$ cat config.mk
export PLATFORM = sky130hd
export DESIGN_NAME = fir_bandpass_21_tap_core
export DESIGN_NICKNAME = d
export VERILOG_FILES = /design/src/sv/fbp_pkg.sv /design/src/sv/fbp_cell.sv /design/src/sv/fbp_out.sv /design/src/sv/fir_bandpass_21_tap_core.sv
export SDC_FILE = /design/constraint.sdc
export NUM_CORES = 2
export LEC_CHECK = 0
export BUFFER_PORTS_ARGS = -buffer_cell sky130_fd_sc_hd__clkbuf_2
export CAP_MARGIN = 40
export CORE_MARGIN = 8
export CORE_UTILIZATION = 55
export CTS_CLUSTER_SIZE = 10
export DETAILED_ROUTE_END_ITERATION = 7
export PLACE_DENSITY_LB_ADDON = 0.1
export SETUP_SLACK_MARGIN = 0.4
export SLEW_MARGIN = 20
export SYNTH_ARGS = -nofsm -noshare
export SYNTH_HDL_FRONTEND = slang
export SYNTH_SLANG_ARGS = --single-unit
$ cat constraint.sdc
create_clock -name clk -period 9 [get_ports clk]
set_input_delay 0.45 -clock clk [delete_from_list [all_inputs] [get_ports clk]]
set_output_delay 0.45 -clock clk [all_outputs]
set_load 0.01 [all_outputs]
$ cat src/sv/fbp_pkg.sv
package fbp_pkg;

  // Sample and coefficient formats: samples are Q4.12, coefficients Q1.15.
  localparam int TAP_COUNT       = 21;
  localparam int SAMPLE_BITS     = 16;
  localparam int COEF_BITS       = 16;
  localparam int COEF_DEFINED    = 21;
  localparam int HALF_COEFS      = 11;
  localparam int PROD_FRAC_SHIFT = 15;

  // Full-precision product and accumulator widths.
  localparam int PROD_BITS = SAMPLE_BITS + COEF_BITS;
  localparam int ACC_BITS  = PROD_BITS + $clog2(TAP_COUNT);
  localparam int QUO_BITS  = ACC_BITS - PROD_FRAC_SHIFT;

  // Rounding offset of one half LSB of the result, injected at the far end of the chain.
  localparam logic signed [ACC_BITS-1:0] ROUND_BIAS = ACC_BITS'(2 ** (PROD_FRAC_SHIFT - 1));

  typedef logic signed [SAMPLE_BITS-1:0] sample_t;
  typedef logic signed [COEF_BITS-1:0]   coef_t;
  typedef logic signed [ACC_BITS-1:0]    acc_t;

  // One half of the symmetric impulse response, outermost tap first.
  localparam coef_t HALF_COEF [HALF_COEFS] = '{
    -16'sd261, -16'sd819, -16'sd565, 16'sd720, 16'sd1738, 16'sd1007,
    -16'sd1129, -16'sd2458, -16'sd1304, 16'sd1350, 16'sd2731
  };

  // Coefficient of tap k; taps outside the defined response are zero.
  function automatic coef_t coef_at(int k);
    int m;
    coef_t c;
    c = '0;
    m = k;
    if (COEF_DEFINED - 1 - k < m) begin
      m = COEF_DEFINED - 1 - k;
    end
    if (k >= 0 && k < COEF_DEFINED && m >= 0 && m < HALF_COEFS) begin
      c = HALF_COEF[m];
    end
    return c;
  endfunction

endpackage

$ cat src/sv/fbp_cell.sv
module fbp_cell
  import fbp_pkg::*;
(
  input  logic    clk,
  input  logic    rst_n,
  input  logic    adv,
  input  coef_t   coef,
  input  sample_t sample,
  input  acc_t    sum_in,
  output acc_t    sum_r
);

  logic signed [PROD_BITS-1:0] prod;
  acc_t                        sum_nxt;

  // Weight the new sample and add the partial sum handed on by the neighbour.
  always_comb begin
    prod    = coef * sample;
    sum_nxt = ACC_BITS'(prod) + sum_in;
  end

  // The partial sum moves one place along the chain on every accepted beat.
  always_ff @(posedge clk) begin
    if (!rst_n) begin
      sum_r <= ROUND_BIAS;
    end else if (adv) begin
      sum_r <= sum_nxt;
    end
  end

endmodule

$ cat src/sv/fbp_out.sv
module fbp_out
  import fbp_pkg::*;
(
  input  logic    clk,
  input  logic    rst_n,
  input  logic    in_valid,
  output logic    in_stall,
  input  coef_t   coef,
  input  sample_t sample,
  input  acc_t    sum_in,
  output logic    adv,
  output logic    out_valid,
  input  logic    out_stall,
  output sample_t filtered_out
);

  logic signed [PROD_BITS-1:0]          prod;
  acc_t                                 acc;
  logic signed [QUO_BITS-1:0]           quo;
  logic [QUO_BITS-SAMPLE_BITS:0]        upper;
  sample_t                              sat;
  logic                                 out_valid_r;
  logic                                 out_valid_nxt;
  sample_t                              filtered_r;

  localparam sample_t SAT_HI = {1'b0, {(SAMPLE_BITS - 1){1'b1}}};
  localparam sample_t SAT_LO = {1'b1, {(SAMPLE_BITS - 1){1'b0}}};

  // A beat is taken whenever the output register is empty or being emptied.
  always_comb begin
    in_stall      = out_valid_r & out_stall;
    adv           = in_valid & ~in_stall;
    out_valid_nxt = adv | (out_valid_r & out_stall);
  end

  // Tap zero on the current sample, then floor shift (rounding bias is already in the sum).
  always_comb begin
    prod  = coef * sample;
    acc   = ACC_BITS'(prod) + sum_in;
    quo   = QUO_BITS'(acc >>> PROD_FRAC_SHIFT);
    upper = quo[QUO_BITS-1:SAMPLE_BITS-1];
    if ((&upper) || !(|upper)) begin
      sat = quo[SAMPLE_BITS-1:0];
    end else if (quo[QUO_BITS-1]) begin
      sat = SAT_LO;
    end else begin
      sat = SAT_HI;
    end
  end

  // Output register: holds a result until the receiver takes it.
  always_ff @(posedge clk) begin
    if (!rst_n) begin
      out_valid_r <= 1'b0;
    end else begin
      out_valid_r <= out_valid_nxt;
    end
  end

  always_ff @(posedge clk) begin
    if (adv) begin
      filtered_r <= sat;
    end
  end

  assign out_valid    = out_valid_r;
  assign filtered_out = filtered_r;

`ifndef ASSERT_OFF
  // Input is only held back while a result waits in the output register.
  a_stall_needs_result: assert property (@(posedge clk) disable iff (!rst_n)
    in_stall |-> out_valid_r)
    else $error("input stalled with an empty output register");

  // Every accepted beat yields a result in the next cycle.
  a_beat_gives_result: assert property (@(posedge clk) disable iff (!rst_n)
    adv |=> out_valid_r)
    else $error("accepted beat produced no result");

  // A taken result with no new beat leaves the output register empty.
  a_drain: assert property (@(posedge clk) disable iff (!rst_n)
    (out_valid_r && !out_stall && !adv) |=> !out_valid_r)
    else $error("result delivered twice");

  // Reset leaves no result pending.
  a_reset_empty: assert property (@(posedge clk)
    !rst_n |=> !out_valid_r)
    else $error("result pending after reset");
`endif

endmodule

$ cat src/sv/fir_bandpass_21_tap_core.sv
// 21-tap linear-phase bandpass FIR filter on signed Q4.12 samples with Q1.15
// coefficients, built in transposed form as a chain of multiply-add cells that
// each hold one partial sum; the result is rounded half up to Q4.12 and
// saturated to 16 bits. It accepts one sample beat every clock cycle and
// delivers its result in the cycle after acceptance from an output register; the
// only limit on rate is the output register, which stalls the input while a
// result is held back by out_stall. After reset the sample history reads as
// zero and the first results are computed against it.
module fir_bandpass_21_tap_core
  import fbp_pkg::*;
(
  input  logic    clk,
  input  logic    rst_n,
  input  logic    in_valid,
  output logic    in_stall,
  input  sample_t in_sample_in,
  output logic    out_valid,
  input  logic    out_stall,
  output sample_t out_filtered_out
);

  logic adv;
  acc_t sum_w [1:TAP_COUNT];

  // The far end of the chain starts from the rounding offset.
  assign sum_w[TAP_COUNT] = ROUND_BIAS;

  // One cell per delayed tap; each partial sum flows towards tap zero.
  for (genvar k = 1; k < TAP_COUNT; k++) begin : g_tap
    fbp_cell u_cell (
      .clk    (clk),
      .rst_n  (rst_n),
      .adv    (adv),
      .coef   (coef_at(k)),
      .sample (in_sample_in),
      .sum_in (sum_w[k+1]),
      .sum_r  (sum_w[k])
    );
  end

  // Tap zero, rounding, saturation and the output register.
  fbp_out u_out (
    .clk          (clk),
    .rst_n        (rst_n),
    .in_valid     (in_valid),
    .in_stall     (in_stall),
    .coef         (coef_at(0)),
    .sample       (in_sample_in),
    .sum_in       (sum_w[1]),
    .adv          (adv),
    .out_valid    (out_valid),
    .out_stall    (out_stall),
    .filtered_out (out_filtered_out)
  );

endmodule

Word level (Yosys, flattened, before mapping)
Cells that the tools add are included.
Cells by class
  $mul: 11
  muxes and demuxes: 2
  bitwise logic cells: 4
  reductions and logical operators: 4
  $add $sub $neg: 21
Operators by type and width (number)
  $add A27 B37 Y37: 8
  $add A28 B37 Y37: 8
  $mul A11 B16 Y27 const A: 5
  $add A29 B37 Y37: 3
  $mul A12 B16 Y28 const A: 2
  $add A26 B37 Y37: 1
  $mux W16: 2
  $mul A13 B16 Y29 const A: 1
  $add A26 B16 Y27 const B: 1
  $mul A10 B16 Y26 const A: 1
  $mul A9 B16 Y25 const A: 1
  $mul A7 B16 Y23 const A: 1
  $reduce_and A7 Y1: 1
  $reduce_or A7 Y1: 1
  $and A1 B1 Y1: 2
  $logic_not A1 Y1: 1
  $logic_or A1 B1 Y1: 1
  $not A1 Y1: 1
  $or A1 B1 Y1: 1
Word-level totals
  input bits: 20
  register bits after elaboration: 757

Depth between registers and ports, before layout
  depth in word-level cells: 6
  depth in mapped cells: 33
  gate-level depth less buffers: 33

Cells and area by module
Synthesis repeated with hierarchy kept, for this count alone.
Second synthesis, totals
  cells, all modules: 30171
  area total of the unflattened synthesis: 278412.0 µm²
Modules (own cells, without submodules)
  fbp_cell (g_tap[13].u_cell ...): cells each 1450, times used 15, area an instance 13346.6 µm²
  fbp_cell (g_tap[10].u_cell ...): cells each 1436, times used 2, area an instance 13191.4 µm²
  fbp_cell (g_tap[8].u_cell): cells each 1411, times used 1, area an instance 13216.4 µm²
  fbp_cell (g_tap[12].u_cell): cells each 1400, times used 1, area an instance 13091.3 µm²
  fbp_cell (g_tap[9].u_cell): cells each 1399, times used 1, area an instance 12952.4 µm²
  fbp_out: cells each 1337, times used 1, area an instance 12563.3 µm²
  fir_bandpass_21_tap_core: cells each 2, times used 1, area an instance 7.5 µm²

Least setup slack after synthesis
OpenSTA, ideal clock, no wires.
  path kind: input to register
  start point: input port in_sample_in[1]
  end point: register g_tap[15].u_cell.sum_r[36]
  buffers on the path: 0
  stages: 28
  setup time: 0.124 ns
  arrival: 8.372 ns
  slack: 0.504 ns
  cell sequence: inv_1 ha_1 ha_1 inv_1 fa_1 fa_1 fa_1 inv_1 ha_1 and3_1 a221oi_1 o22ai_1 o41ai_2 o21ai_0 o41ai_1 o21ai_0 xnor2_1 ha_1 and3_1 and2_1 a31oi_1 nand2_1 a32o_1 a31oi_1 a21oi_1 xor2_1 nand3_1 nor3b_1
On the way
  cells in the longest elaborated chain, start to end: 2
Ends and longest elaborated chain
  start: declaration: line fir_bandpass_21_tap_core.sv:16  | input sample_t in_sample_in,
  $mul A11 B16 Y27: line fbp_cell.sv:18  | prod = coef * sample;
  $add A27 B37 Y37: line fbp_cell.sv:19  | sum_nxt = ACC_BITS'(prod) + sum_in;
  end signal: assignment: line fbp_cell.sv:27  | sum_r <= sum_nxt;
  end: declaration: line fbp_cell.sv:10  | output acc_t sum_r
No other way between the ends.
A chain may end at the register's enable or synchronous reset.

Worst setup path in the final report
  start point: input port in_sample_in[5]
  end point: register g_tap[11].u_cell.sum_r[34]
On the way
  cells in the longest elaborated chain, start to end: 2
Ends and longest elaborated chain (line)
  $mul A11 B16 Y27: fbp_cell.sv:18
  $add A28 B37 Y37: fbp_cell.sv:19
  end signal: assignment: fbp_cell.sv:27
  end: declaration: fbp_cell.sv:10
No other way between the ends.

==> impl_metrics.csv <==
group,metric,value,unit
run_status,status,"complete, but fails checks",
run_status,violations,"DRC",
route,ant_nets,0,
yosys,synth-seq-cells,747,
worst_setup_path,crit_cells,35,
clock_tree,cts_made_buffers,96,
clock_tree,clock-sinks,747,
worst_setup_path,path_delay_family,"adder cells",
route,drt_pass1_iterations,8,
clock_tree,root_buffer,"clkbuf_16",
clock_tree,htree_num_levels,3,
global_route,grt_max_degree,171,
clock_tree,cts_setup_buffers,0,
cells_and_area,multi_input_area,68500,um^2
worst_setup_path,reg2reg_depth,13,
timing,hold_violations,0,
yosys,syn_inst,10700,
global_route,grt_pass1_vias,79100,
timing,max_freq,0.121,GHz
timing,slew_viol_final,0,
placed_design,dp_cells,13100,
route,routed_wl,322,mm
yosys,netlist_area,89100,um^2
floorplanning,start_util,0.555,
placed_design,gp_congestion,1.05,
floorplanning,die_h,419,um
yosys,syn_avg_cell_area,8.33,um^2
worst_setup_path,cp_max_fo,7,
yosys,ys_warn_count,0,
global_route,gr-total-overflow,0,
global_route,grt.total_usage,0.357,
cells_and_area,final_util,0.608,
worst_setup_path,crit_buf_inv,9,
yosys,synth_async_sr_flop_share,0,
worst_setup_path,critPathRequiredTime,9.66,ns
timing,rsz0062_at_grt,"false",
worst_setup_path,criticalPathCategory,"in2reg",
route,drt_iter0_drc,6603,
clock_tree,clk-insertion-delay-late,0.76,ns
global_route,grt_pass1_wl,480,mm
worst_setup_path,max_stage_delay,0.55,ns
worst_setup_path,worst_path_max_delay_cell,"fa_1",
timing,tightestPinTransition,1.21,ns
cells_and_area,layout_commonest_cell,"ha_1",
route,num_vias,80100,
timing,layout_min_cycle_time,8.28,ns
hold_path,hp-class,"in2reg",
route,drc,2,
floorplanning,fp.dieW,419,um
worst_setup_path,critical_path.most_common_cell,"inv_1",
global_route,antenna_found_initial,10,
yosys,synthFlopType,"dfxtp_1",
yosys,ys_types,101,
cells_and_area,drive_gt1_frac,0.0680,
cells_and_area,syn2layout_area_growth,9.70,%
worst_setup_path,end_kind,"register",
yosys,yosysSeqAreaShare,0.170,
timing,fin_crit_sh,0.920,
timing,finalClockSkew,0.0344,ns
floorplanning,placeableCoreArea,161000,um^2
timing,finalSetupViolations,0,
clock_tree,cts_buffer_depth,3,
placed_design,io_buffer_count,37,
job,max_cap_violations,0,
floorplanning,die_area,175000,um^2
yosys,syn_nets,12700,
cells_and_area,n_fill_cell,14600,
placed_design,dp_hpwl,265,mm
cells_and_area,instances_no_fill,13300,
route,vias_per_cell,6.04,
cells_and_area,fin_nets,13000,
floorplanning,row_count,147,
route,wl_per_cell,24.3,um
hold_path,holdPathStages,4,
clock_tree,clk_pin_slew,0.05,ns
yosys,synth_edf_count,16,
timing,maxSlewHeadroom,0.196,
clock_tree,cts_tree,"yes",
cells_and_area,regArea,15100,um^2
placed_design,postPlaceCellArea,94700,um^2
worst_setup_path,critPathArrivalTime,8.94,ns
cells_and_area,final_cell_area,97800,um^2
worst_setup_path,cp-start-kind,"input port",
cells_and_area,final_cell_mix,"1275 x ha_1, 1227 x inv_1, 1205 x nand2_1, 1069 x a21oi_1, 731 x dfxtp_1",
floorplanning,num_io_pins,38,
-- worst reg2reg max path, delay by kind of cell (launching register included) --
| kind | cells | cell delay, ns |
|---|---|---|
| AO/OA/AOI/OAI | 9 | 2.93 |
| adder cells (fa/ha/maj) | 2 | 0.68 |
| flip-flops | 1 | 0.34 |
| AND/OR/NAND/NOR | 2 | 0.33 |
-- what timing repair did --
action	in CTS	in global routing
setup endpoints to repair	0	20
resized for setup	0	6
hold endpoints to repair	1	0
hold buffers	1	0
-- cells by family (layout without fill, tap and decap cells) --
group,count (synthesis),in the layout,share of synthesized area
xor+xnor,737,737,0.0730
simple gates,2713,2713,0.139
other cells,0,9,0
compound gates,2983,2983,0.212
fa+ha+maj,1987,1987,0.339
mux,34,34,0.00387
flops,747,747,0.170
buf+inv,1498,1883,0.0631
-- path summary, 6_finish.rpt --
kind                             startpoint                    endpoint  slack [ns]
hold / removal                    out_stall             u_out.out_valid        0.16
setup / recovery            in_sample_in[5]  g_tap[11].u_cell.sum_r[34]        0.72
hold reg to reg   g_tap[11].u_cell.sum_r[5]   g_tap[11].u_cell.sum_r[5]        0.45
setup reg to reg  g_tap[15].u_cell.sum_r[0]  g_tap[14].u_cell.sum_r[36]        4.63
-- metrics by stage --
step | setup TNS [ns] | hold slack [ns] | worst slack, ns
3_5_place_dp | -0.0252 | 0.443 | -0.0192
4_1_cts | 0 | 0.105 | 0.762
6_report | 0 | 0.161 | 0.717
5_1_grt | 0 | 0.187 | 0.424
3_3_place_gp | 0 | 0.436 | 0.0817
2_1_floorplan | 0 | 0.427 | 0.504
-- area by class of cell --
type / count / area share
Clock buffer: 137 / 0.0287
Inverter: 1231 / 0.0474
Clock inverter: 21 / 0.00223
Multi-Input combinational cell: 8454 / 0.700
Sequential cell: 747 / 0.155
Timing Repair Buffer: 494 / 0.0389
Tap cell: 2160 / 0.0276
Antenna cell: 9 / 0.000230
-- routing by layer --
metal / up-vias / GRT usage / share of wire
met5: - / 0 / 0.00017
met4: 8 / 0.185 / 0.063
met3: 751 / 0.0597 / 0.072
met2: 2846 / 0.580 / 0.45
met1: 38800 / 0.456 / 0.41
li1: 37600 / - / -
-- synthesized netlist by cell type, types with 190 or more instances --
| cell type | n | area share |
|---|---|---|
| clkbuf_1 | 249 | 0.010 |
| a21oi_1 | 1070 | 0.060 |
| dfxtp_1 | 731 | 0.16 |
| o21ai_0 | 502 | 0.028 |
| ha_1 | 1276 | 0.18 |
| nand3_1 | 190 | 0.011 |
| a21o_1 | 406 | 0.034 |
| nor2_1 | 521 | 0.022 |
| fa_1 | 711 | 0.16 |
| inv_1 | 1228 | 0.052 |
| xnor2_1 | 494 | 0.049 |
| nand2_1 | 1207 | 0.051 |
| xor2_1 | 238 | 0.023 |
-- sequential cells by signal (all words and copies together), names as in the netlist --
signal,count
g_tap.u_cell.sum_r,730
u_out.filtered_out,16
u_out.out_valid,1
Power is left out: the tool's default activity adds up to more than one toggle a clock period on the data nets, which glitch-free logic cannot reach.
